`config.mk`:
```
export PLATFORM = sky130hd
export DESIGN_NAME = imm_store
export DESIGN_NICKNAME = d
export VERILOG_FILES = /design/src/hdl/imm_pkg.sv /design/src/hdl/imm_store.sv
export SDC_FILE = /design/constraint.sdc
export NUM_CORES = 2
export LEC_CHECK = 0
export BUFFER_PORTS_ARGS = -buffer_cell sky130_fd_sc_hd__buf_4
export CORE_ASPECT_RATIO = 1.2
export CORE_MARGIN = 2
export CORE_UTILIZATION = 45
export CTS_BUF_LIST = sky130_fd_sc_hd__clkbuf_2
export DETAILED_ROUTE_END_ITERATION = 10
export HOLD_SLACK_MARGIN = 0.15
export SLEW_MARGIN = 20
export SYNTH_ARGS = -nofsm -noshare
export SYNTH_HDL_FRONTEND = slang
export SYNTH_SLANG_ARGS = --single-unit
```
`constraint.sdc`:
```
create_clock -name clock -period 2.21 [get_ports clock]
set_input_delay 0.221 -clock clock [delete_from_list [all_inputs] [get_ports clock]]
set_output_delay 0.221 -clock clock [all_outputs]
set_load 0.1 [all_outputs]
```
`src/hdl/imm_pkg.sv`:
```
`timescale 1ns / 1ps

package imm_pkg;

   localparam int DIM    = 16;
   localparam int IDX_W  = (DIM > 1) ? $clog2(DIM) : 1;
   localparam int ROW_W  = 4;
   localparam int COL_W  = 4;
   localparam int VAL_W  = 16;
   localparam int PROD_W = 2 * VAL_W;
   localparam int SUM_W  = 38;

   typedef enum logic [1:0] {
      REQ_WRITE_A = 2'd0,
      REQ_WRITE_B = 2'd1,
      REQ_COMPUTE = 2'd2
   } req_code_type;

   typedef logic [IDX_W-1:0]        idx_type;
   typedef logic signed [VAL_W-1:0] val_type;
   typedef val_type [DIM-1:0]       vrow_type;
   typedef logic signed [SUM_W-1:0] sum_type;

   typedef struct packed {
      logic             valid;
      logic             last;
      idx_type          k;
      logic [ROW_W-1:0] row;
   } stage_type;

   typedef struct packed {
      logic acc_en;
      logic first;
      logic load;
      logic shift;
   } cell_ctl_type;

endpackage

```
`src/hdl/imm_store.sv`:
```
`timescale 1ns / 1ps

module imm_store
   import imm_pkg::*;
(
   input  logic     clock,
   input  logic     wr_en,
   input  idx_type  wr_row,
   input  idx_type  wr_col,
   input  val_type  wr_data,
   input  idx_type  rd_row,
   output vrow_type rd_data
);

   vrow_type mem_ff [DIM];
   vrow_type rd_data_ff;

   always_ff @(posedge clock) begin
      if (wr_en) begin
         mem_ff[wr_row][wr_col] <= wr_data;
      end
      rd_data_ff <= mem_ff[rd_row];
   end

   assign rd_data = rd_data_ff;

endmodule

```
==> results.json <==
{
  "r2r_cells": 4,
  "instances_no_fill": 14300,
  "cp_num_buf_inv": 1,
  "gr-usage-met1": 0.314,
  "syn_area_per_cell_um2": 23.0,
  "regArea_mm2": 0.129,
  "worstHoldPathCells": 8,
  "finClkSkew_ns": 0.183,
  "cp_data_required_time_ns": 1.99,
  "num_rows": 239,
  "syn_nets": 6986,
  "drt_iter0_markers": 8075,
  "seqPwrFrac": 0.586,
  "max_freq_ghz": 0.331,
  "yosysUniqueCellTypes": 26,
  "maxSlewViolCount": 0,
  "layout.nets": 8882,
  "cts.sinks": 4352,
  "cts_tree": "done",
  "die_h_um": 657,
  "grt_util_met3": 0.0496,
  "async_flop_share": 0,
  "antenna_found_initial": 24,
  "worstReg2RegStart": "mem_ff[6][160]",
  "r2r_setup_slack_ns": 0.25,
  "vias": 81700,
  "cp.arrival_ns": 2.80,
  "wl_per_cell_um": 29.7,
  "ys_seq_elements": 4352,
  "setup_viol": 560,
  "combPwrFrac": 0.088,
  "dr.pass1.iters": 5,
  "max_cap_viol_count": 0,
  "yosysSeqAreaShare": 0.802,
  "crit_path_cell_trace": "buf_12",
  "synth_edf_count": 4096,
  "worstPathMaxFanout": 1,
  "grt_max_degree": 110,
  "layout_common_cells": "edfxtp_1, clkbuf_2, mux4_2",
  "cts_buffer_depth": 5,
  "place.gp.congestion": 0.781,
  "dp_hpwl_um": 250000,
  "fin_ws_ns": -0.815,
  "tightest_slew_ns": 1.04,
  "netlist_area_mm2": 0.160,
  "status": "finished with violations",
  "drc_errors": 0,
  "post-place-ws_ns": -0.349,
  "switchingPower_w": 0.0405,
  "nFillCells": 27100,
  "place_area_mm2": 0.177,
  "crit_type": "reg -> out",
  "grt_pass1_vias": 85800,
  "multiInputGateArea_mm2": 0.0301,
  "insertion_delay_ns": 2.20,
  "io_pins": 286,
  "grt_overflow": 0,
  "syn_to_final_growth_pct": 20.1,
  "internal_power_w": 0.116,
  "whs_endpoint": "rd_data[128]",
  "start_util": 0.452,
  "min-delay-start": "rd_row[0]",
  "grt_pass1_wl_um": 607000,
  "port-buffer-count": 285,
  "syn_inst": 6956,
  "htreeDepth": 7,
  "grt_util_all_layers": 0.239,
  "hold_violations": 0,
  "max-slew-margin-rel": 0.307,
  "p_per_area_mw_per_mm2": 815,
  "worstHoldPathType": "in -> reg",
  "worst_r2r_endpoint": "rd_data[160]",
  "numCtsBuffers": 1108,
  "place_inst": 12300,
  "cp_top_family": "flip-flops",
  "dieArea_mm2": 0.360,
  "routed_wl_um": 425000,
  "p_leak_nw": 63.7,
  "clk_pin_slew_ns": 0.11,
  "root_buffer": "clkbuf_2",
  "die_w_um": 548,
  "stdcell_area_mm2": 0.192,
  "ant_nets": 0,
  "finalCritPeriodShare": 1.37,
  "top_usage_layer": "met2",
  "slowest_delay_ns": 0.45,
  "core_area_mm2": 0.353,
  "yosysWarnings": 0,
  "switching_share": 0.259,
  "use_met2": 0.395,
  "via_per_inst": 5.70,
  "ir_drop_mv": 0.449,
  "crit_path_end_kind": "output pin",
  "violations": "negative setup slack",
  "rsz0062_at_grt": "yes",
  "final_common_cell": "edfxtp_1",
  "clkPwrFrac": 0.327,
  "critical_path.startpoint_type": "register",
  "worstSetupStartpoint": "rd_data[100]",
  "crit_slowest_cell": "dfxtp_4",
  "synth_ff_type": "edfxtp_1",
  "layout_min_cycle_time_ns": 3.03,
  "whs_ns": 0.318,
  "layout-drive-gt1-share": 0.431
}
-- power groups by stage --
stage	Clock, W	Sequential, W	Combinational, W
4_1_cts	0.0526	0.0916	0.0138
3_5_place_dp	0	0.0931	0.0123
6_report	0.0511	0.0916	0.0137
5_1_grt	0.0568	0.0916	0.0142
2_1_floorplan	0	0.0963	0.00365
3_3_place_gp	0	0.0931	0.0121
-- final cells by class --
class / count / area share
Sequential cell: 4352 / 0.672
Clock buffer: 1584 / 0.0413
Clock inverter: 285 / 0.00685
Timing Repair Buffer: 1173 / 0.0925
Antenna cell: 19 / 0.000248
Multi-Input combinational cell: 2217 / 0.157
Tap cell: 4699 / 0.0306
-- worst max path at each step --
stage,to,slack (ns),cells after the start
final,rd_data[100],-0.82,1
after global routing,rd_data[99],-1.08,1
after CTS,rd_data[183],-1.15,1
after detailed placement,rd_data[56],-0.35,6
after global placement,mem_ff[8][35],-0.64,5
after floorplan,mem_ff[10][48],0.08,4
-- metrics by stage --
stage	util	TNS [ns]	total power [W]
after detailed placement	0.501	-27.37	0.105
final	0.543	-183.52	0.156
after floorplan	-	0	0.100
after global routing	0.543	-243.95	0.163
after CTS	0.543	-272.66	0.158
after global placement	0.501	-406.05	0.105
-- cells in the mapped netlist, types with 35 or more instances --
library cell     n  share of area
edfxtp_1      4096           0.77
mux4_2         970           0.14
a22oi_1        452          0.021
nor2_1         262         0.0062
dfxtp_1        256          0.032
nand2_1        224         0.0053
clkbuf_1       177         0.0042
buf_2          126         0.0039
mux2_2         102         0.0072
buf_4           51         0.0024
nor2b_1         43         0.0017
mux2i_1         35         0.0022
-- state kept, by name, indices dropped and copies added, names as in the netlist --
signal	flops
rd_data	256
mem_ff	4096
-- kinds of logic after synthesis --
kind of cell,Yosys count,share of synthesized area
simple gates,573,0.0148
compound gates,537,0.0253
mux,1107,0.146
buf+inv,387,0.0117
flops,4352,0.802
-- metal layers --
metal	part of all wire	up-vias	wire (um)
li1	-	33900	-
met2	0.51	3426	216000
met5	0.000045	-	19
met1	0.40	43800	170000
met4	0.024	2	10300
met3	0.068	539	29000
-- what timing repair did --
| item | in CTS | in global routing |
|---|---|---|
| endpoints found under the hold margin | 8448 | 6 |
| hold buffers | 146 | 2 |
| pin swaps | 0 | 1 |
| setup endpoints to repair | 256 | 993 |
| resized for setup | 1170 | 15 |
| setup buffers | 0 | 2 |
Note: power is estimated with default switching activity, not from simulation.
