$ cat src/hdl/imm_pkg.sv
`timescale 1ns / 1ps

package imm_pkg;

   localparam int DIM    = 16;
   localparam int IDX_W  = (DIM > 1) ? $clog2(DIM) : 1;
   localparam int ROW_W  = 4;
   localparam int COL_W  = 4;
   localparam int VAL_W  = 16;
   localparam int PROD_W = 2 * VAL_W;
   localparam int SUM_W  = 38;

   typedef enum logic [1:0] {
      REQ_WRITE_A = 2'd0,
      REQ_WRITE_B = 2'd1,
      REQ_COMPUTE = 2'd2
   } req_code_type;

   typedef logic [IDX_W-1:0]        idx_type;
   typedef logic signed [VAL_W-1:0] val_type;
   typedef val_type [DIM-1:0]       vrow_type;
   typedef logic signed [SUM_W-1:0] sum_type;

   typedef struct packed {
      logic             valid;
      logic             last;
      idx_type          k;
      logic [ROW_W-1:0] row;
   } stage_type;

   typedef struct packed {
      logic acc_en;
      logic first;
      logic load;
      logic shift;
   } cell_ctl_type;

endpackage

$ cat src/hdl/imm_cell.sv
`timescale 1ns / 1ps

module imm_cell
   import imm_pkg::*;
(
   input  logic         clock,
   input  cell_ctl_type ctl,
   input  val_type      left_elem,
   input  val_type      right_elem,
   input  sum_type      hold_next,
   output sum_type      hold_out
);

   logic signed [PROD_W-1:0] prod_ff, prod_in;
   sum_type acc_ff, acc_in, hold_ff, hold_in, prod_ext, total;

   always_comb begin
      prod_in  = left_elem * right_elem;
      prod_ext = {{(SUM_W-PROD_W){prod_ff[PROD_W-1]}}, prod_ff};
      total    = ctl.first ? prod_ext : acc_ff + prod_ext;
      acc_in   = ctl.acc_en ? total : acc_ff;
      priority if (ctl.load) begin
         hold_in = total;
      end else if (ctl.shift) begin
         hold_in = hold_next;
      end else begin
         hold_in = hold_ff;
      end
   end

   always_ff @(posedge clock) begin
      prod_ff <= prod_in;
      acc_ff  <= acc_in;
      hold_ff <= hold_in;
   end

   assign hold_out = hold_ff;

endmodule

$ cat config.mk
export PLATFORM = sky130hd
export DESIGN_NAME = imm_cell
export DESIGN_NICKNAME = d
export VERILOG_FILES = /design/src/hdl/imm_pkg.sv /design/src/hdl/imm_cell.sv
export SDC_FILE = /design/constraint.sdc
export NUM_CORES = 1
export LEC_CHECK = 0
export ABC_AREA = 0
export BUFFER_PORTS_ARGS = -buffer_cell sky130_fd_sc_hd__buf_4
export CORE_MARGIN = 1
export CORE_UTILIZATION = 63
export DETAILED_ROUTE_END_ITERATION = 16
export PLACE_DENSITY = 0.88
export SETUP_SLACK_MARGIN = 0.4
export SYNTH_ARGS = -nofsm -noshare
export SYNTH_HDL_FRONTEND = slang
export SYNTH_SLANG_ARGS = --single-unit
$ cat constraint.sdc
create_clock -name clock -period 7.9 [get_ports clock]
set_input_delay 1.58 -clock clock [delete_from_list [all_inputs] [get_ports clock]]
set_output_delay 1.58 -clock clock [all_outputs]
set_load 0.02 [all_outputs]
==> results.sh, run 1 <==
export IMPL_num_rows=57
export IMPL_dpl_hpwl_um=29100
export IMPL_yosys_top_cells_area="fa_1 34%, edfxtp_1 15%, ha_1 9.5%, inv_1 7.2%, and2_1 5.1%"
export IMPL_netlist_instances=1594
export IMPL_nets=2118
export IMPL_cts_buffers=9
export IMPL_synth_area_per_cell_um2=9.80
export IMPL_vias=11330
export IMPL_yosysTopAreaCell="fa_1"
export IMPL_start_kind="primary input"
export IMPL_seq_area_frac_synth_pct=18.7
export IMPL_worstSetupEndpointType="flip-flop"
export IMPL_status="complete, no violations"
export IMPL_arrival_ps=7430
export IMPL_cp_common_cell="fa_1"
export IMPL_min_path_type="flip-flop to flip-flop"
export IMPL_synth_async_reset_ratio_pct=0
export IMPL_clkSinkCount=108
export IMPL_ctsHoldBuffers=0
export IMPL_synth_top_area_share_pct=33.7
export IMPL_grt_pass1_vias=12149
export IMPL_cts_resized=0
export IMPL_die_w_um=159
export IMPL_drive_gt1_share_pct=11.3
export IMPL_coreArea_um2=24300
export IMPL_skew_ps=14.7
export IMPL_timing_fmax_mhz=140
export IMPL_wirelength_um=35500
export IMPL_grt_max_degree=63
export IMPL_vias_per_cell=5.69
export IMPL_grt_overflow=0
export IMPL_r2r_end="hold_out[20]"
export IMPL_critical_path_max_stage_delay_ps=860
export IMPL_syn_nets=2051
export IMPL_setup_tns_final_ps=0
export IMPL_gp_congestion=0.949
export IMPL_drv_cap=0
export IMPL_synth_main_ff_cell="edfxtp_1"
export IMPL_rsz0062_at_grt="no"
export IMPL_min_to="acc_ff[19]"
export IMPL_report_final_slew_viol_count=0
export IMPL_yosysWarnings=0
export IMPL_finalSetupViolCount=0
export IMPL_ant_nets=0
export IMPL_cts_clk_slew_worst_paths_ps=70
export IMPL_fillCellCount=1714
export IMPL_post_cts_buffers=0
export IMPL_slowest_stage="fa_1"
export IMPL_ys_types=71
export IMPL_post_drt_wl_per_cell_um=17.9
export IMPL_slew_headroom_pct=41.1
export IMPL_start_util_pct=64.2
export IMPL_io_buffers=112
export IMPL_min_from="prod_ff[19]"
export IMPL_antenna_found_initial=0
export IMPL_critPathRequiredTime_ps=8160
export IMPL_drt_iter0_drc=634
export IMPL_grt_usage_pct=29.8
export IMPL_synth_enable_flop_cells=76
export IMPL_grt_pass1_wl_um=59700
export IMPL_crit_type="primary input to flip-flop"
export IMPL_die_h_um=159
export IMPL_htree_levels=3
export IMPL_crit_fanout=16
export IMPL_root_buffer="clkbuf_16"
export IMPL_fp_dieArea_um2=25400
export IMPL_drt_pre_antenna_iters=5
export IMPL_area_delta_synth_final_pct=8.46
export IMPL_synth_seq_cells=108
export IMPL_reg2regPathDepth=13
export IMPL_hold_violations=0
export IMPL_r2r_slack_ps=4520
export IMPL_crit_reg2reg_launch="prod_ff[0]"
export IMPL_cts_tree="built"
export IMPL_hold_path_depth=2
export IMPL_clockBufferDepth=2
export IMPL_path_cells="buf_4 -> nand2_1 -> inv_1 -> fa_1 -> fa_1 -> fa_1 -> fa_1 -> fa_1 -> inv_1 -> fa_1 -> inv_1 -> ha_1 -> a21o_1 -> a21oi_1 -> o21ai_0 -> o21bai_1 -> o311a_1 -> o21a_1 -> o21a_1 -> o311ai_1"
export IMPL_antennaDiodeCount=0
export IMPL_route_detailed_drc=0
export IMPL_synth_area_um2=15600
export IMPL_clk_latency_ps=350
export IMPL_timing_final_crit_share_pct=90.7
export IMPL_ios=113
export IMPL_final_min_clock_period_ps=7170
export IMPL_worstMarginPinSlew_ps=884
[cells in the mapped netlist (all sizes together), types with 6 or more instances]
cell type / number
xnor2: 49
nor2b: 8
edfxtp: 76
nand2: 181
mux2: 33
nand2b: 10
nand4: 6
nor3: 9
and2: 128
nand3: 17
buf: 11
xor2: 17
clkbuf: 46
dfxtp: 32
o21bai: 12
ha: 119
o21a: 11
a21oi: 62
a21o: 39
fa: 263
inv: 298
a31oi: 16
a211o: 6
o21ai: 51
nor2: 45
[critical path, delay by kind of cell]
family	cells	cell delay, ps
simple gates	1	130
compound gates	8	1480
buf+inv	4	370
fa+ha+maj	7	3870
[per-stage QoR]
stage	setup WS, ps	util [%]	hold slack [ps]	area, um^2	instances
after global placement	547	68.4	570	16600	1974
after detailed placement	395	68.4	582	16600	1974
after floorplan	797	-	520	15600	1594
final	734	69.6	601	16900	1990
after global routing	496	69.6	631	16900	1990
after CTS	752	69.6	606	16900	1990
[layout make-up]
cell class | count | area (um^2) | area share (%)
multi-input combinational | 1131 | 11300 | 66.9
clock inverter | 7 | 80.1 | 0.473
timing repair buffer | 113 | 848 | 5.01
inverter | 298 | 1120 | 6.60
clock buffer | 9 | 225 | 1.33
tap | 324 | 405 | 2.39
sequential | 108 | 2920 | 17.3
[layer usage]
layer | track usage [%] | share of wire, %
met1 | 36.4 | 38
met2 | 53.2 | 52
met3 | 4.56 | 6.5
met4 | 11.1 | 3.3
met5 | 0 | 0
[sequential cells by signal, indices dropped and copies added (netlist names)]
register / cells
hold_out: 38
acc_ff: 38
prod_ff: 32
[cells in the final DEF, fill, tap and decap left out, drive strengths merged, types with 32 or more instances in the layout]
master and count:
inv 300, nand2 181, a21oi 62, dfxtp 32, nor2 45, o21ai 51, a21o 39, fa 263
mux2 33, and2 128, buf 113, ha 119, edfxtp 76, xnor2 49
[how the worst max path moves through the flow]
stage	startpoint	to	slack (ps)	cells after the start
detailed placement	right_elem[1]	prod_ff[30]	400	20
global placement	right_elem[1]	prod_ff[30]	550	20
finish	right_elem[1]	prod_ff[30]	730	20
floorplan	right_elem[7]	prod_ff[29]	800	24
global route	right_elem[1]	prod_ff[30]	500	20
CTS	right_elem[1]	prod_ff[30]	750	20
[kinds of logic (layout without fill, tap and decap cells)]
family,count (synthesis),in the layout,synth area share [%]
and+or+nand+nor,421,421,13.5
AOI/OAI and AO/OA,227,227,9.66
adders and majority gates,382,382,43.3
DFF,108,108,18.7
muxes,35,35,2.51
buffers and inverters,355,427,8.69
xor gates and xnor gates,66,66,3.70
Power of run 1 is not shown: default switching activity piles up to over one toggle a cycle in this logic, so the estimate is an artifact.
==> inputs of run 2 (changes only) <==
--- a/config.mk
+++ b/config.mk
@@ -11,3 +11,5 @@
 export CORE_UTILIZATION = 63
+export CTS_CLUSTER_DIAMETER = 50
 export DETAILED_ROUTE_END_ITERATION = 16
+export GPL_ROUTABILITY_DRIVEN = 0
 export PLACE_DENSITY = 0.88
==> constraint.sdc (replaced) <==
create_clock -name clock -period 7.9 [get_ports clock]
set_input_delay 0.395 -clock clock [delete_from_list [all_inputs] [get_ports clock]]
set_output_delay 0.395 -clock clock [all_outputs]
set_load 0.02 [all_outputs]
==> run 2 against run 1 <==
Final area about the same. Fmax up 20%. Clock skew down 7.0 ps. Sequential cell count unchanged. Critical path type unchanged.
==> results.sh, run 2 (synthesis gave the netlist of run 1 again) <==
export IMPL_timing_final_crit_share_pct=75.9
export IMPL_drt_iter0_drc=791
export IMPL_met1_usage_pct=36.1
export IMPL_drv_cap=0
export IMPL_drt_pre_antenna_iters=5
export IMPL_cts_buffers=9
export IMPL_io_buffers=112
export IMPL_status="complete, no violations"
export IMPL_grt_usage_pct=29.9
export IMPL_ios=113
export IMPL_slew_headroom_pct=40.5
export IMPL_grt_pass1_vias=12362
export IMPL_cts_tree="built"
export IMPL_die_w_um=159
export IMPL_report_final_slew_viol_count=0
export IMPL_final_min_clock_period_ps=5990
export IMPL_drive_gt1_share_pct=11.1
export IMPL_worstMarginPinSlew_ps=892
export IMPL_final_common_cell="inv_1"
export IMPL_grt_pass1_wl_um=60100
export IMPL_die_h_um=159
export IMPL_crit_type="primary input to flip-flop"
export IMPL_clk_latency_ps=360
export IMPL_crit_fanout=16
export IMPL_finalSetupViolCount=0
export IMPL_fp_dieArea_um2=25400
export IMPL_hold_violations=0
export IMPL_clkSinkCount=108
export IMPL_worstSetupEndpointType="flip-flop"
export IMPL_vias=11490
export IMPL_clockBufferDepth=2
export IMPL_post_cts_buffers=0
export IMPL_route_detailed_drc=0
export IMPL_rsz0062_at_grt="no"
export IMPL_antennaDiodeCount=0
export IMPL_ctsHoldBuffers=0
export IMPL_critPathRequiredTime_ps=8160
export IMPL_min_path_type="primary input to flip-flop"
export IMPL_ant_nets=0
export IMPL_grt_max_degree=63
export IMPL_gr_max_usage_layer="met2"
export IMPL_coreArea_um2=24300
export IMPL_skew_ps=7.71
export IMPL_start_util_pct=64.2
export IMPL_wirelength_um=35800
export IMPL_cts_resized=0
export IMPL_vias_per_cell=5.78
export IMPL_timing_fmax_mhz=167
export IMPL_met3_usage_pct=3.93
export IMPL_htree_levels=3
export IMPL_area_delta_synth_final_pct=8.37
export IMPL_final_cell_mix="298 x inv_1, 263 x fa_1, 180 x nand2_1, 128 x and2_1, 119 x ha_1"
export IMPL_met2_usage_pct=53.3
export IMPL_num_rows=57
export IMPL_fillCellCount=1689
export IMPL_nets=2117
export IMPL_cts_clk_slew_worst_paths_ps=70
export IMPL_start_kind="primary input"
export IMPL_setup_tns_final_ps=0
export IMPL_root_buffer="clkbuf_16"
export IMPL_antenna_found_initial=0
export IMPL_dpl_hpwl_um=28600
export IMPL_post_drt_wl_per_cell_um=18.0
export IMPL_grt_overflow=0
export IMPL_arrival_ps=6250
run 2: cell types whose count changed in the layout (fill, tap and decap cells not counted):
cell | previous run | this run
clkinv_1 | 0 | 2
buf_4 | 113 | 112
bufinv_16 | 0 | 1
inv_8 | 2 | 1
inv_6 | 0 | 1
clkinv_4 | 2 | 1
clkinv_8 | 2 | 0
run 2: critical path, stage by stage:
cell and delay, ps:
buf_4 180, nand2_1 140, inv_1 100, fa_1 650
fa_1 840, fa_1 510, fa_1 510, fa_1 490
inv_1 50, fa_1 470, inv_1 50, ha_1 350
a21o_1 180, a21oi_1 140, o21ai_0 160, o21bai_1 210
o311a_1 150, o21a_1 190, o21a_1 200, o311ai_1 280
run 2: final timing paths:
check	from	to	slack, ps	cells past startpoint
worst max-delay path	right_elem[1]	prod_ff[30]	1910	20
worst min-delay path	hold_next[24]	hold_out[24]	340	2
worst max register to register	prod_ff[0]	hold_out[20]	4380	13
worst min register to register	prod_ff[19]	acc_ff[19]	610	2
run 2: final cells by class:
type                            instances  area, um^2  share of cell area, %
Timing Repair Buffer                  112         841                   4.97
Clock buffer                            9         225                   1.33
Sequential cell                       108        2920                   17.3
Tap cell                              324         405                   2.40
Inverter                              298        1120                   6.61
Clock inverter                          7        73.8                  0.436
Multi-Input combinational cell       1131       11300                   67.0
run 2: metal layers:
layer	vias to the layer above	wire, um
met5	-	0
met4	0	1490
met3	124	2520
met2	541	18300
met1	5651	13500
li1	5174	-
run 2: metrics by stage:
step	worst slack, ps	instances	utilization [%]	hold WS, ps	instance area, um^2
floorplan	1980	1594	-	507	15600
global placement	1730	1973	68.4	568	16600
detailed placement	1610	1973	68.4	573	16600
CTS	1970	1989	69.6	335	16900
global route	1650	1989	69.6	339	16900
finish	1910	1989	69.6	340	16900
Power of run 2 is left out for the same reason.
